<file path="src/design/jesc_pkg.sv">
// Shared types and constants for the entropy segment check unit.
package jesc_pkg;

    localparam int LENGTH_BITS   = 24;
    localparam int RESTART_BITS  = 20;
    localparam int INTERVAL_BITS = 16;
    localparam int MCU_BITS      = 21;
    localparam int PRODUCT_BITS  = RESTART_BITS + INTERVAL_BITS;

    localparam int CFG_INDEX_BITS = 1;
    localparam int CFG_DATA_BITS  = 21;

    localparam logic [CFG_INDEX_BITS-1:0] CFG_MCUS_PER_RESTART = 1'd0;
    localparam logic [CFG_INDEX_BITS-1:0] CFG_TOTAL_MCUS       = 1'd1;

    localparam logic [7:0] FILL_BYTE  = 8'hff;
    localparam logic [7:0] STUFF_BYTE = 8'h00;
    localparam logic [7:0] RST_FIRST  = 8'hd0;
    localparam logic [7:0] RST_LAST   = 8'hd7;
    localparam logic [7:0] EOI_CODE   = 8'hd9;

    localparam logic [1:0] FILL_RUN_MAX = 2'd3;
    localparam logic [LENGTH_BITS-1:0] MIN_LENGTH = LENGTH_BITS'(2);

    typedef enum logic [1:0] {
        ST_VALID       = 2'd0,
        ST_INVALID     = 2'd1,
        ST_UNSUPPORTED = 2'd2
    } t_status;

    // Scan stage -> verdict stage, for a final byte.
    typedef struct packed {
        logic                      err_known;   // status settled without restart/length check
        t_status                   err_code;
        logic                      tally_zero;  // restart count before the final byte is zero
        logic [PRODUCT_BITS-1:0]   product;     // restart count times interval
        logic [RESTART_BITS-1:0]   restarts;
        logic [LENGTH_BITS-1:0]    length;
    } t_scan_result;

endpackage

</file>
<file path="src/design/jesc_cfg_regs.sv">
// Configuration registers: restart interval and MCU count.
module jesc_cfg_regs
    import jesc_pkg::*;
(
    input  logic                      i_clk,
    input  logic                      i_rst_n,
    input  logic                      i_cfg_valid,
    output logic                      o_cfg_ready,
    input  logic [CFG_INDEX_BITS-1:0] i_cfg_index,
    input  logic [CFG_DATA_BITS-1:0]  i_cfg_data,
    output logic [INTERVAL_BITS-1:0]  o_mcus_per_restart,
    output logic [MCU_BITS-1:0]       o_last_mcu
);

    logic [INTERVAL_BITS-1:0] r_mcus_per_restart;
    logic [MCU_BITS-1:0]      r_total_mcus;

    assign o_cfg_ready = 1'b1;

    always_ff @(posedge i_clk) begin
        if (!i_rst_n) begin
            r_mcus_per_restart <= '0;
            r_total_mcus       <= MCU_BITS'(1);
        end else if (i_cfg_valid && o_cfg_ready) begin
            unique case (i_cfg_index)
                CFG_MCUS_PER_RESTART: r_mcus_per_restart <= i_cfg_data[INTERVAL_BITS-1:0];
                CFG_TOTAL_MCUS:       r_total_mcus       <= i_cfg_data[MCU_BITS-1:0];
                default: ;
            endcase
        end
    end

    assign o_mcus_per_restart = r_mcus_per_restart;
    // zero MCUs counts as one
    assign o_last_mcu = (r_total_mcus == '0) ? '0 : r_total_mcus - MCU_BITS'(1);

endmodule

</file>
<file path="src/design/jesc_scan.sv">
// Input register and per-byte scan of fill runs, markers and tallies.
module jesc_scan
    import jesc_pkg::*;
(
    input  logic                     i_clk,
    input  logic                     i_rst_n,
    input  logic                     i_in_valid,
    output logic                     o_in_stall,
    input  logic [7:0]               i_data_byte,
    input  logic                     i_final_byte,
    input  logic [INTERVAL_BITS-1:0] i_mcus_per_restart,
    input  logic                     i_p_free,
    output logic                     o_load,
    output t_scan_result             o_result
);

    logic       r_s1_valid;
    logic [7:0] r_s1_byte;
    logic       r_s1_final;

    logic                    r_in_fill_run, n_in_fill_run;
    logic [1:0]              r_fill_run_length, n_fill_run_length;
    logic [RESTART_BITS-1:0] r_restart_tally, n_restart_tally;
    logic [LENGTH_BITS-1:0]  r_byte_tally, n_byte_tally;
    t_status                 r_sticky_error, n_sticky_error;
    logic                    r_end_marker_seen, n_end_marker_seen;

    logic fire;
    logic accept;
    logic is_rst;

    assign fire       = r_s1_valid && (!r_s1_final || i_p_free);
    assign o_in_stall = r_s1_valid && !fire;
    assign accept     = i_in_valid && !o_in_stall;
    assign o_load     = fire && r_s1_final;
    assign is_rst     = (r_s1_byte >= RST_FIRST) && (r_s1_byte <= RST_LAST);

    always_ff @(posedge i_clk) begin
        if (!i_rst_n) begin
            r_s1_valid <= 1'b0;
        end else if (accept) begin
            r_s1_valid <= 1'b1;
        end else if (fire) begin
            r_s1_valid <= 1'b0;
        end
    end

    always_ff @(posedge i_clk) begin
        if (accept) begin
            r_s1_byte  <= i_data_byte;
            r_s1_final <= i_final_byte;
        end
    end

    always_comb begin
        n_in_fill_run     = r_in_fill_run;
        n_fill_run_length = r_fill_run_length;
        n_restart_tally   = r_restart_tally;
        n_sticky_error    = r_sticky_error;
        n_end_marker_seen = r_end_marker_seen;
        n_byte_tally      = (r_byte_tally == '1) ? r_byte_tally
                                                 : r_byte_tally + LENGTH_BITS'(1);

        if (r_sticky_error == ST_VALID) begin
            if (r_in_fill_run) begin
                if (r_s1_byte == FILL_BYTE) begin
                    if (r_fill_run_length != FILL_RUN_MAX) begin
                        n_fill_run_length = r_fill_run_length + 2'd1;
                    end
                end else begin
                    n_in_fill_run     = 1'b0;
                    n_fill_run_length = 2'd0;
                    priority if (r_s1_byte == STUFF_BYTE) begin
                        if (r_fill_run_length != 2'd1) begin
                            n_sticky_error = ST_INVALID;
                        end
                    end else if (is_rst) begin
                        // expected RST follows the low three bits of the tally
                        if (i_mcus_per_restart == '0 ||
                            r_s1_byte[2:0] != r_restart_tally[2:0]) begin
                            n_sticky_error = ST_INVALID;
                        end else if (r_restart_tally != '1) begin
                            n_restart_tally = r_restart_tally + RESTART_BITS'(1);
                        end
                    end else if (r_s1_byte == EOI_CODE && r_s1_final) begin
                        n_end_marker_seen = 1'b1;
                    end else begin
                        n_sticky_error = ST_UNSUPPORTED;
                    end
                end
            end else if (r_s1_byte == FILL_BYTE) begin
                n_in_fill_run     = 1'b1;
                n_fill_run_length = 2'd1;
            end
        end
    end

    // A good verdict needs EOI on the final byte, so the tally does not move on
    // that byte and the product can use the registered tally.
    always_comb begin
        o_result.tally_zero = (r_restart_tally == '0);
        o_result.product    = PRODUCT_BITS'(r_restart_tally) * PRODUCT_BITS'(i_mcus_per_restart);
        o_result.restarts   = n_restart_tally;
        o_result.length     = n_byte_tally;
        o_result.err_known  = 1'b1;
        priority if (n_sticky_error != ST_VALID) begin
            o_result.err_code = n_sticky_error;
        end else if (n_in_fill_run || !n_end_marker_seen) begin
            o_result.err_code = ST_INVALID;
        end else begin
            o_result.err_code  = ST_VALID;
            o_result.err_known = 1'b0;
        end
    end

    always_ff @(posedge i_clk) begin
        if (!i_rst_n || o_load) begin
            r_in_fill_run     <= 1'b0;
            r_fill_run_length <= 2'd0;
            r_restart_tally   <= '0;
            r_byte_tally      <= '0;
            r_sticky_error    <= ST_VALID;
            r_end_marker_seen <= 1'b0;
        end else if (fire) begin
            r_in_fill_run     <= n_in_fill_run;
            r_fill_run_length <= n_fill_run_length;
            r_restart_tally   <= n_restart_tally;
            r_byte_tally      <= n_byte_tally;
            r_sticky_error    <= n_sticky_error;
            r_end_marker_seen <= n_end_marker_seen;
        end
    end

endmodule

</file>
<file path="src/design/jesc_verdict.sv">
// Pending-result register, restart count check and output register.
module jesc_verdict
    import jesc_pkg::*;
(
    input  logic                     i_clk,
    input  logic                     i_rst_n,
    input  logic                     i_load,
    input  t_scan_result             i_result,
    output logic                     o_p_free,
    input  logic [INTERVAL_BITS-1:0] i_mcus_per_restart,
    input  logic [MCU_BITS-1:0]      i_last_mcu,
    output logic                     o_out_valid,
    input  logic                     i_out_stall,
    output logic [1:0]               o_status,
    output logic [LENGTH_BITS-1:0]   o_segment_length,
    output logic [RESTART_BITS-1:0]  o_restarts_seen
);

    logic         r_p_valid;
    t_scan_result r_p;

    logic                    r_out_valid;
    t_status                 r_status;
    logic [LENGTH_BITS-1:0]  r_segment_length;
    logic [RESTART_BITS-1:0] r_restarts_seen;

    logic                    advance_o;
    logic                    move_p;
    logic [PRODUCT_BITS-1:0] last_ext;
    logic [PRODUCT_BITS-1:0] gap;
    logic                    restarts_ok;
    t_status                 status;

    assign advance_o = !r_out_valid || !i_out_stall;
    assign move_p    = r_p_valid && advance_o;
    assign o_p_free  = !r_p_valid || move_p;

    // tally*I <= last < (tally+1)*I
    assign last_ext = PRODUCT_BITS'(i_last_mcu);
    assign gap      = last_ext - r_p.product;

    always_comb begin
        if (i_mcus_per_restart == '0) begin
            restarts_ok = r_p.tally_zero;
        end else begin
            restarts_ok = (r_p.product <= last_ext) &&
                          (gap < PRODUCT_BITS'(i_mcus_per_restart));
        end
        priority if (r_p.err_known) begin
            status = r_p.err_code;
        end else if (!restarts_ok || r_p.length <= MIN_LENGTH) begin
            status = ST_INVALID;
        end else begin
            status = ST_VALID;
        end
    end

    always_ff @(posedge i_clk) begin
        if (!i_rst_n) begin
            r_p_valid <= 1'b0;
        end else if (i_load) begin
            r_p_valid <= 1'b1;
        end else if (move_p) begin
            r_p_valid <= 1'b0;
        end
    end

    always_ff @(posedge i_clk) begin
        if (i_load) begin
            r_p <= i_result;
        end
    end

    always_ff @(posedge i_clk) begin
        if (!i_rst_n) begin
            r_out_valid <= 1'b0;
        end else if (advance_o) begin
            r_out_valid <= move_p;
        end
    end

    always_ff @(posedge i_clk) begin
        if (move_p) begin
            r_status         <= status;
            r_segment_length <= r_p.length;
            r_restarts_seen  <= r_p.restarts;
        end
    end

    assign o_out_valid      = r_out_valid;
    assign o_status         = r_status;
    assign o_segment_length = r_segment_length;
    assign o_restarts_seen  = r_restarts_seen;

endmodule

</file>
<file path="src/design/jpeg_entropy_segment_check_unit.sv">
// Top level of the JPEG entropy-coded segment check unit.
//
//  channel   valid          flow control   payload
//  input     i_in_valid     o_in_stall     i_data_byte, i_final_byte
//  output    o_out_valid    i_out_stall    o_status, o_segment_length, o_restarts_seen
//  config    i_cfg_valid    o_cfg_ready    i_cfg_index, i_cfg_data
//
// One byte request per cycle while o_in_stall is low. Once a final byte is taken
// into the input register, the scan of the input register loads the pending register
// with the restart product, then the compare loads the output register. Bytes that
// end no segment keep flowing while a result waits under i_out_stall. Reset
// (synchronous, i_rst_n low) clears all tallies; config is ready every cycle.
module jpeg_entropy_segment_check_unit
    import jesc_pkg::*;
(
    input  logic                      i_clk,
    input  logic                      i_rst_n,
    input  logic                      i_in_valid,
    output logic                      o_in_stall,
    input  logic [7:0]                i_data_byte,
    input  logic                      i_final_byte,
    output logic                      o_out_valid,
    input  logic                      i_out_stall,
    output logic [1:0]                o_status,
    output logic [LENGTH_BITS-1:0]    o_segment_length,
    output logic [RESTART_BITS-1:0]   o_restarts_seen,
    input  logic                      i_cfg_valid,
    output logic                      o_cfg_ready,
    input  logic [CFG_INDEX_BITS-1:0] i_cfg_index,
    input  logic [CFG_DATA_BITS-1:0]  i_cfg_data
);

    logic [INTERVAL_BITS-1:0] mcus_per_restart;
    logic [MCU_BITS-1:0]      last_mcu;
    logic                     p_free;
    logic                     load;
    t_scan_result             scan_result;

    jesc_cfg_regs u_cfg_regs (
        .i_clk              (i_clk),
        .i_rst_n            (i_rst_n),
        .i_cfg_valid        (i_cfg_valid),
        .o_cfg_ready        (o_cfg_ready),
        .i_cfg_index        (i_cfg_index),
        .i_cfg_data         (i_cfg_data),
        .o_mcus_per_restart (mcus_per_restart),
        .o_last_mcu         (last_mcu)
    );

    jesc_scan u_scan (
        .i_clk              (i_clk),
        .i_rst_n            (i_rst_n),
        .i_in_valid         (i_in_valid),
        .o_in_stall         (o_in_stall),
        .i_data_byte        (i_data_byte),
        .i_final_byte       (i_final_byte),
        .i_mcus_per_restart (mcus_per_restart),
        .i_p_free           (p_free),
        .o_load             (load),
        .o_result           (scan_result)
    );

    jesc_verdict u_verdict (
        .i_clk              (i_clk),
        .i_rst_n            (i_rst_n),
        .i_load             (load),
        .i_result           (scan_result),
        .o_p_free           (p_free),
        .i_mcus_per_restart (mcus_per_restart),
        .i_last_mcu         (last_mcu),
        .o_out_valid        (o_out_valid),
        .i_out_stall        (i_out_stall),
        .o_status           (o_status),
        .o_segment_length   (o_segment_length),
        .o_restarts_seen    (o_restarts_seen)
    );

endmodule

</file>
<file path="config.mk">
export PLATFORM = sky130hd
export DESIGN_NAME = jpeg_entropy_segment_check_unit
export DESIGN_NICKNAME = d
export VERILOG_FILES = /design/src/design/jesc_pkg.sv /design/src/design/jesc_cfg_regs.sv /design/src/design/jesc_scan.sv /design/src/design/jesc_verdict.sv /design/src/design/jpeg_entropy_segment_check_unit.sv
export SDC_FILE = /design/constraint.sdc
export NUM_CORES = 1
export LEC_CHECK = 0
export BUFFER_PORTS_ARGS = -buffer_cell sky130_fd_sc_hd__buf_2
export CORE_ASPECT_RATIO = 1.2
export CORE_MARGIN = 2
export CORE_UTILIZATION = 35
export CTS_BUF_LIST = sky130_fd_sc_hd__clkbuf_4 sky130_fd_sc_hd__clkbuf_8 sky130_fd_sc_hd__clkbuf_16
export DETAILED_ROUTE_END_ITERATION = 10
export HOLD_SLACK_MARGIN = 0.05
export PLACE_DENSITY_LB_ADDON = 0.3
export SLEW_MARGIN = 20
export SYNTH_ARGS = -nofsm -noshare
export SYNTH_HDL_FRONTEND = slang
export SYNTH_SLANG_ARGS = --single-unit
</file>
<file path="constraint.sdc">
create_clock -name i_clk -period 14.2 [get_ports i_clk]
set_input_delay 0.71 -clock i_clk [delete_from_list [all_inputs] [get_ports i_clk]]
set_output_delay 0.71 -clock i_clk [all_outputs]
set_load 0.03 [all_outputs]
</file>
After elaboration in Yosys (flattened, before gate mapping)
Index checks and enable logic that the tools add are counted.
- output and inout bits: 49
- input port bits: 36
- word-level logic and storage cells: 117
- register bits: 229
- $lt $le $gt $ge: 5
- multiplexer cells: 39
- $add $sub $neg: 5
- equality and inequality tests: 8
- reductions and logical operators: 36
- multipliers: 1
- bitwise gates (word level): 1
- operators by type and width (kind ; count):
    $mux W20 ; 7
    $le A36 B21 Y1 ; 1
    $lt A36 B16 Y1 ; 1
    $mul A20 B16 Y36 ; 1
    $sub A21 B36 Y36 ; 1
    $mux W2 ; 14
    $add A24 B1 Y24 const B ; 1
    $eq A24 B24 Y1 const B ; 1
    $le A24 B2 Y1 const B ; 1
    $mux W24 ; 1
    $logic_not A21 Y1 ; 1
    $mux W21 ; 1
    $sub A21 B1 Y21 const B ; 1
    $add A20 B1 Y20 const B ; 1
    $logic_not A20 Y1 ; 1
    $ne A20 B20 Y1 const B ; 1
    $eq A8 B8 Y1 const B ; 2
    $logic_not A16 Y1 ; 1
    $mux W1 ; 16
    $logic_not A1 Y1 ; 9
    $ge A8 B8 Y1 const B ; 1
    $le A8 B8 Y1 const B ; 1
    $logic_and A1 B1 Y1 ; 8
    $logic_not A8 Y1 ; 1
    11 further kinds ; 21

Longest topological paths before layout
Gate-level depths: netlist (run 1).
- depth in word-level cells: 12
- depth in mapped cells: 25
- mapped depth without buffers: 24

Hierarchy
Synthesis (run 1) repeated with hierarchy kept, for this count alone.
- cells, all modules: 2286
- area, all modules: 21569.4 um2
- modules (own cells, without submodules) (module ; area each (um2) ; cells an instance ; seq. area each (um2) ; instances):
    jesc_scan ; 14114.8 ; 1675 ; 1291.2 ; 1
    jesc_verdict ; 5614.1 ; 369 ; 3943.8 ; 1
    jesc_cfg_regs ; 1840.5 ; 242 ; 740.7 ; 1

Least setup slack after synthesis (run 1)
Ideal clock, no wire load.
- kind: flip-flop to flip-flop
- start point: reg u_scan.r_restart_tally[5]
- end point: reg u_verdict.r_p[77] (netlist bit) (data pin)
- path slack: 7877 ps
- data arrival time: 6065 ps
- required time: 13942 ps
- stages on the path, launching flop included: 21
- library setup time: 258 ps
- clock period less this slack: 6323 ps
- buffers on the path: 2
- path through: dfxtp_1 > clkbuf_1 > buf_1 > nand2_1 > fa_1 > inv_1 > fa_1 > inv_1 > fa_1 > fa_1 > fa_1 > fa_1 > inv_1 > ha_1 > and4_1 > and4_1 > a221oi_4 > o311ai_1 > a31o_1 > a21oi_1 > xnor2_1
- RTL lines (item ; line ; source):
    start, declared ; jesc_scan.sv:23 ; logic [RESTART_BITS-1:0] r_restart_tally, n_restart_tally;
    start signal, assigned ; jesc_scan.sv:127 ; r_restart_tally <= n_restart_tally;
    end signal, assigned ; jesc_verdict.sv:70 ; r_p <= i_result;
    end, declared ; jesc_verdict.sv:20 ; t_scan_result r_p;

==> results of run 1 <==
## worst max-delay path: cells and delay by family, from the launching register on
kind	cells	cell delay [ns]
AND/OR/NAND/NOR	2	0.30
flip-flops	1	1.10
adder cells (fa/ha/maj)	7	3.51
AO/OA/AOI/OAI	6	1.59
buffers and inverters	3	0.20
## cell usage in the layout, fill, tap and decap left out, types with 5 or more instances in the layout
cell type / n
a211oi_1: 8
a21boi_0: 38
a21o_1: 28
a21oi_1: 67
a311oi_1: 5
a31oi_1: 6
and2_1: 98
and3_1: 16
and4_1: 12
buf_2: 83
buf_4: 16
clkbuf_16: 25
clkbuf_4: 6
dfxtp_1: 89
edfxtp_1: 139
fa_1: 251
ha_1: 150
inv_1: 332
nand2_1: 358
nand2b_1: 11
nand3_1: 33
nand4_1: 21
nor2_1: 123
nor2b_1: 11
nor3_1: 34
nor4_1: 23
o211ai_1: 5
o21a_1: 10
o21ai_0: 30
o21bai_1: 10
o31ai_1: 6
or3_1: 13
xnor2_1: 76
xor2_1: 51
## state kept, by name (all words and copies together) (netlist names)
name                           flops
u_scan.r_restart_tally            20
u_scan.r_in_fill_run               1
u_scan.r_byte_tally               24
u_verdict.o_segment_length        24
u_scan.r_end_marker_seen           1
u_verdict.o_status                 2
u_scan.r_s1_byte                   8
u_verdict.r_p_valid                1
u_scan.r_s1_final                  1
u_verdict.o_out_valid              1
u_verdict.o_restarts_seen         20
u_cfg_regs.r_total_mcus           21
u_verdict.r_p                     84
u_cfg_regs.o_mcus_per_restart     16
u_scan.r_s1_valid                  1
u_scan.r_sticky_error              2
u_scan.r_fill_run_length           2
## cell type report
cell class                      instances  area (um^2)
Tap cell                              800         1000
Sequential cell                       229         5980
Fill cell                            6034        36600
Clock buffer                           34          712
Clock inverter                         10          164
Inverter                              333         1250
Timing Repair Buffer                   99          536
Multi-Input combinational cell       1567        13600
## power breakdown
part / switching (mW) / total [mW] / internal (mW) / leakage [nW]
logic: 0.103 / 0.168 / 0.0642 / 7.86
registers: 0.0204 / 0.733 / 0.713 / 2.22
clock network: 0.267 / 0.690 / 0.423 / 0.438
## cell families after synthesis
family / Yosys count / share of synthesized area (%)
other cells: 1 / 0.0177
flops: 229 / 28.1
xor+xnor: 127 / 5.24
mux: 7 / 0.348
buf+inv: 444 / 7.96
compound gates: 253 / 8.45
fa+ha+maj: 401 / 32.5
simple gates: 778 / 17.3
## per-layer routing
layer	vias to the layer above	part of all wire, %	global-route usage, %
met5	-	0	0
met4	0	4.7	7.81
met3	111	4.3	1.71
met2	376	51	30.9
met1	7790	40	20.5
li1	7255	-	-
## through the flow
stage	std cells	setup WS, ns	util [%]	instance area [um^2]
2_1_floorplan	2240	7.88	-	21200
3_3_place_gp	3028	7.34	37.3	22300
3_5_place_dp	3028	7.21	37.3	22300
4_1_cts	3072	7.21	38.8	23200
5_1_grt	3072	6.92	38.8	23200
6_report	3072	7.24	38.8	23200
## final timing paths
check / start / end / slack (ns) / cells after the start
max: u_cfg_regs.o_mcus_per_restart[8]$_SDFFE_PN0P_ / u_verdict.r_p[76]$_DFFE_PP_ / 7.24 / 18
min: i_final_byte / u_scan.r_s1_final$_DFFE_PP_ / 0.34 / 1
max reg2reg: u_cfg_regs.o_mcus_per_restart[8]$_SDFFE_PN0P_ / u_verdict.r_p[76]$_DFFE_PP_ / 7.24 / 18
min reg2reg: u_verdict.r_p[30]$_DFFE_PP_ / u_verdict.o_restarts_seen[6]$_DFFE_PP_ / 0.42 / 0
==> impl_metrics.ini, run 1 <==
[run_status]
status = finished clean

[synth]
postSynthCellCount = 2240
synth.most_common_cell = nand2_1
synth.top_cells.by_count = 358 x nand2_1, 333 x inv_1, 251 x fa_1
ys_warn_count = 0
synth_edf_count = 139
yosys.area.top_type = fa_1
synth_area_leaders = fa_1 24%, edfxtp_1 20%, ha_1 8.8%, dfxtp_1 8.5%, nand2_1 6.3%
synth-main-ff-cell = edfxtp_1
synth_nets = 2677
synthArstFlopShare_pct = 0
yosys.area.top_type_share_pct = 23.7
netlist_area_um2 = 21200
synth_seq_cells = 229
post_synth_num_cell_types = 78
syn-mean-instance-area_um2 = 9.48
ys_seq_area_share_pct = 28.1

[worst_setup_path]
critPathKind = reg -> reg
cp_max_fo = 22
cp_data_required_time_ns = 14.49
slowest_delay_ns = 1.10
critPathArrivalTime_ns = 7.25
start_kind = flip-flop
crit_slowest_cell = dfxtp_1
critPathCaptureType = flip-flop
cp_common_cell = fa_1
crit_chain = nand2_1, fa_1, inv_1, fa_1, inv_1, fa_1, inv_1, fa_1, fa_1, fa_1, ha_1, a21o_1, a21o_1, o21ai_0, o21ai_2, a311oi_4, nor2_1, o311a_1

[route]
firstDrtPassIters = 5
dr_total_vias = 15500
drtAntennaViolNets = 0
first_iter_violations = 827
vias_per_cell = 5.06
drc = 0
wire_per_inst_um = 17.3
routed_wl_um = 53100

[sta]
fin_skew_ns = 0.0104
whs_ns = 0.343
finalCriticalPeriod_ns = 6.96
worst_pin_slew_ns = 1.19
relSlewSlack_pct = 20.5
rsz0062_at_grt = false
max_freq_ghz = 0.144
setup_viol = 0
hold_viol_final = 0
fin_tns_setup_ns = 0
post-route-period-util_pct = 49.0
report.final.slew_viol_count = 0

[floorplanning]
die_w_um = 229
core_um2 = 59800
die_area_um2 = 62700
rows = 98
io_pins = 85
initial_core_util_pct = 35.5
die_h_um = 274

[cts]
clk_pin_slew_ns = 0.06
htreeDepth = 1
cts_buffer_depth = 3
cts.sinks = 229
cts.repair.resized = 0
cts_root_buf = clkbuf_16
hold_buffers = 0
cts_buffers = 24
cts_tree = done
postCtsSetupRepairBufs = 0
clk-insertion-delay-late_ns = 0.54

[global_route]
grt_start_max_net_pins = 57
grt_pass1_vias = 16300
overflow = 0
grtUsageTotal_pct = 17.1
antenna_found_initial = 0
grt_pass1_wl_um = 86100

[cells_and_area]
drive_gt1_share_pct = 7.61
area_growth_pct = 9.38
nNetsFinal = 2691
antenna_cells = 0

[placed_design]
detailed_place_hpwl_um = 40600
place_congestion = 0.870
portBuffers = 83

[worst_hold_path]
hp-class = in -> reg

[pwr]
total_power_mw = 1.59
power_density_nw_per_um2 = 68.5
ir_worst_vdd_mv = 0.0757
power_leakage_nw = 10.5

[run]
maxCapViolations = 0
No activity file was read; power rests on OpenSTA's default activity.
==> run 2, diff against run 1 <==
==> constraint.sdc (replaced) <==
create_clock -name i_clk -period 6.5 [get_ports i_clk]
set_input_delay 0.325 -clock i_clk [delete_from_list [all_inputs] [get_ports i_clk]]
set_output_delay 0.325 -clock i_clk [all_outputs]
set_load 0.03 [all_outputs]
==> impl_metrics.ini, run 2 (synthesis results as in run 1) <==
[worst_setup_path]
cp_max_fo = 11
critPathArrivalTime_ns = 6.54
path_depth = 19
r2r_end = u_verdict.r_p[77]$_DFFE_PP_
cp_num_buf_inv = 3
slowest_delay_ns = 0.60
rr_startpoint = u_cfg_regs.o_mcus_per_restart[1]$_SDFFE_PN0P_
critPathCaptureType = flip-flop
crit_slowest_cell = dfxtp_1
start_kind = flip-flop
crit_chain = buf_4, and2_1, fa_1, fa_1, ha_1, fa_1, inv_1, fa_1, fa_1, inv_1, ha_1, and3_1, a221oi_2, o221ai_2, a221oi_4, o311ai_1, a31o_1, a21oi_1, xnor2_1
cp_data_required_time_ns = 6.80
critPathKind = reg -> reg
cp_common_cell = fa_1
rrSetupSlack_ns = 0.26
r2r_cells = 19
path_delay_family = adder cells

[route]
firstDrtPassIters = 6
drtAntennaViolNets = 0
vias_per_cell = 4.97
routed_wl_um = 52400
dr_total_vias = 15800
drc = 0
wire_per_inst_um = 16.5
first_iter_violations = 763

[sta]
relSlewSlack_pct = 33.7
max_freq_ghz = 0.160
fin_tns_setup_ns = 0
setup_viol = 0
rsz0062_at_grt = false
worst_pin_slew_ns = 0.992
fin_skew_ns = 0.0182
report.final.slew_viol_count = 0
finalCriticalPeriod_ns = 6.24
hold_viol_final = 0
post-route-period-util_pct = 96.0
whs_ns = 0.0746

[cells_and_area]
top_register = u_verdict.r_p
largest_reg_flops = 84
drive_gt1_share_pct = 11.6
layout_common_cells = 358 x nand2_1, 331 x inv_1, 251 x fa_1, 150 x ha_1, 139 x edfxtp_1
antenna_cells = 0
final_common_cell = nand2_1
fillers = 5934
area_growth_pct = 13.2
nNetsFinal = 2789
ff_latch_area_um2 = 6010
multi_input_area_um2 = 13600

[placed_design]
portBuffers = 83
place_congestion = 0.892
detailed_place_hpwl_um = 42400

[cts]
cts_root_buf = clkbuf_16
cts_buffers = 24
clk_pin_slew_ns = 0.08
postCtsSetupRepairBufs = 0
cts.sinks = 229
htreeDepth = 1
clk-insertion-delay-late_ns = 0.55
cts_tree = done
cts_buffer_depth = 3

[floorplanning]
die_h_um = 274
io_pins = 85
rows = 98
core_um2 = 59800
die_area_um2 = 62700
die_w_um = 229
initial_core_util_pct = 35.5

[pwr]
pwr-share-clk_pct = 41.8
switching_share_pct = 25.3
switchingPower_mw = 0.867
p_comb_share_pct = 11.7
power.internal_mw = 2.55
power_density_nw_per_um2 = 142
ir_worst_vdd_mv = 0.150
power_leakage_nw = 11.0
power_frac_seq_pct = 46.5

[worst_hold_path]
hp-class = in -> reg
min_from = i_cfg_data[7]
holdPathEnd = u_cfg_regs.o_mcus_per_restart[7]$_SDFFE_PN0P_
hold_depth = 3

[global_route]
grt_pass1_vias = 16500
antenna_found_initial = 0
grt_pass1_wl_um = 86400
grt_start_max_net_pins = 61
grtUsageTotal_pct = 17.1
overflow = 0

[run_status]
status = finished clean

[run]
maxCapViolations = 0
[run 2: cell type report]
type / instances / area share, %
clock buffers: 33 / 2.90
clock inverters: 11 / 0.505
inverters: 333 / 5.20
multi-input cells: 1567 / 56.6
flip-flops and latches: 229 / 25.0
well taps: 800 / 4.16
repair buffers: 197 / 5.66
[run 2: through the flow]
stage	cells	util [%]	total power, mW	instance area (um^2)	worst slack (ns)
2_1_floorplan	2240	-	1.89	21200	0.177
3_3_place_gp	3105	38.4	2.00	23000	0.159
3_5_place_dp	3105	38.4	2.01	23000	0.0390
4_1_cts	3170	40.1	3.46	24000	0.0293
5_1_grt	3170	40.2	3.56	24000	0.00559
6_report	3170	40.2	3.42	24000	0.261
[run 2: worst max-delay path by stage]
stage	from	slack [ns]	endpoint
6_report	u_cfg_regs.o_mcus_per_restart[1]$_SDFFE_PN0P_	0.26	u_verdict.r_p[77]$_DFFE_PP_
5_1_grt	u_cfg_regs.o_mcus_per_restart[3]$_SDFFE_PN0P_	0.006	u_verdict.r_p[78]$_DFFE_PP_
4_1_cts	u_cfg_regs.o_mcus_per_restart[11]$_SDFFE_PN0P_	0.03	u_verdict.r_p[77]$_DFFE_PP_
3_5_place_dp	u_cfg_regs.o_mcus_per_restart[11]$_SDFFE_PN0P_	0.04	u_verdict.r_p[77]$_DFFE_PP_
3_3_place_gp	u_cfg_regs.o_mcus_per_restart[11]$_SDFFE_PN0P_	0.16	u_verdict.r_p[77]$_DFFE_PP_
2_1_floorplan	u_scan.r_restart_tally[5]$_SDFFE_PP0P_	0.18	u_verdict.r_p[77]$_DFFE_PP_
[run 2: power groups by stage]
| stage | clock network (mW) | registers, mW | logic [mW] |
|---|---|---|---|
| 2_1_floorplan | 0 | 1.61 | 0.279 |
| 3_3_place_gp | 0 | 1.62 | 0.378 |
| 3_5_place_dp | 0 | 1.62 | 0.387 |
| 4_1_cts | 1.47 | 1.59 | 0.400 |
| 5_1_grt | 1.51 | 1.59 | 0.449 |
| 6_report | 1.43 | 1.59 | 0.401 |
[run 2: repair_timing]
item | CTS | global route
hold endpoints to repair | 26 | 0
endpoints found under the setup margin | 0 | 14
resized for setup | 0 | 30
hold buffers | 21 | 0
[run 2: worst register-to-register path, delay by kind of cell, from the launching register on]
family | cells | cell delay (ns)
fa+ha+maj | 7 | 3.02
compound gates | 6 | 1.55
flops | 1 | 0.60
buf+inv | 3 | 0.36
simple gates | 2 | 0.35
xor+xnor | 1 | 0.08
[run 2: metal layers]
| layer | vias up | track usage, % | wire [um] |
|---|---|---|---|
| met5 | - | 0 | 0 |
| met1 | 7895 | 20.7 | 21200 |
| met4 | 0 | 6.90 | 2150 |
| li1 | 7449 | - | - |
| met2 | 309 | 31.3 | 27500 |
| met3 | 97 | 1.34 | 1620 |
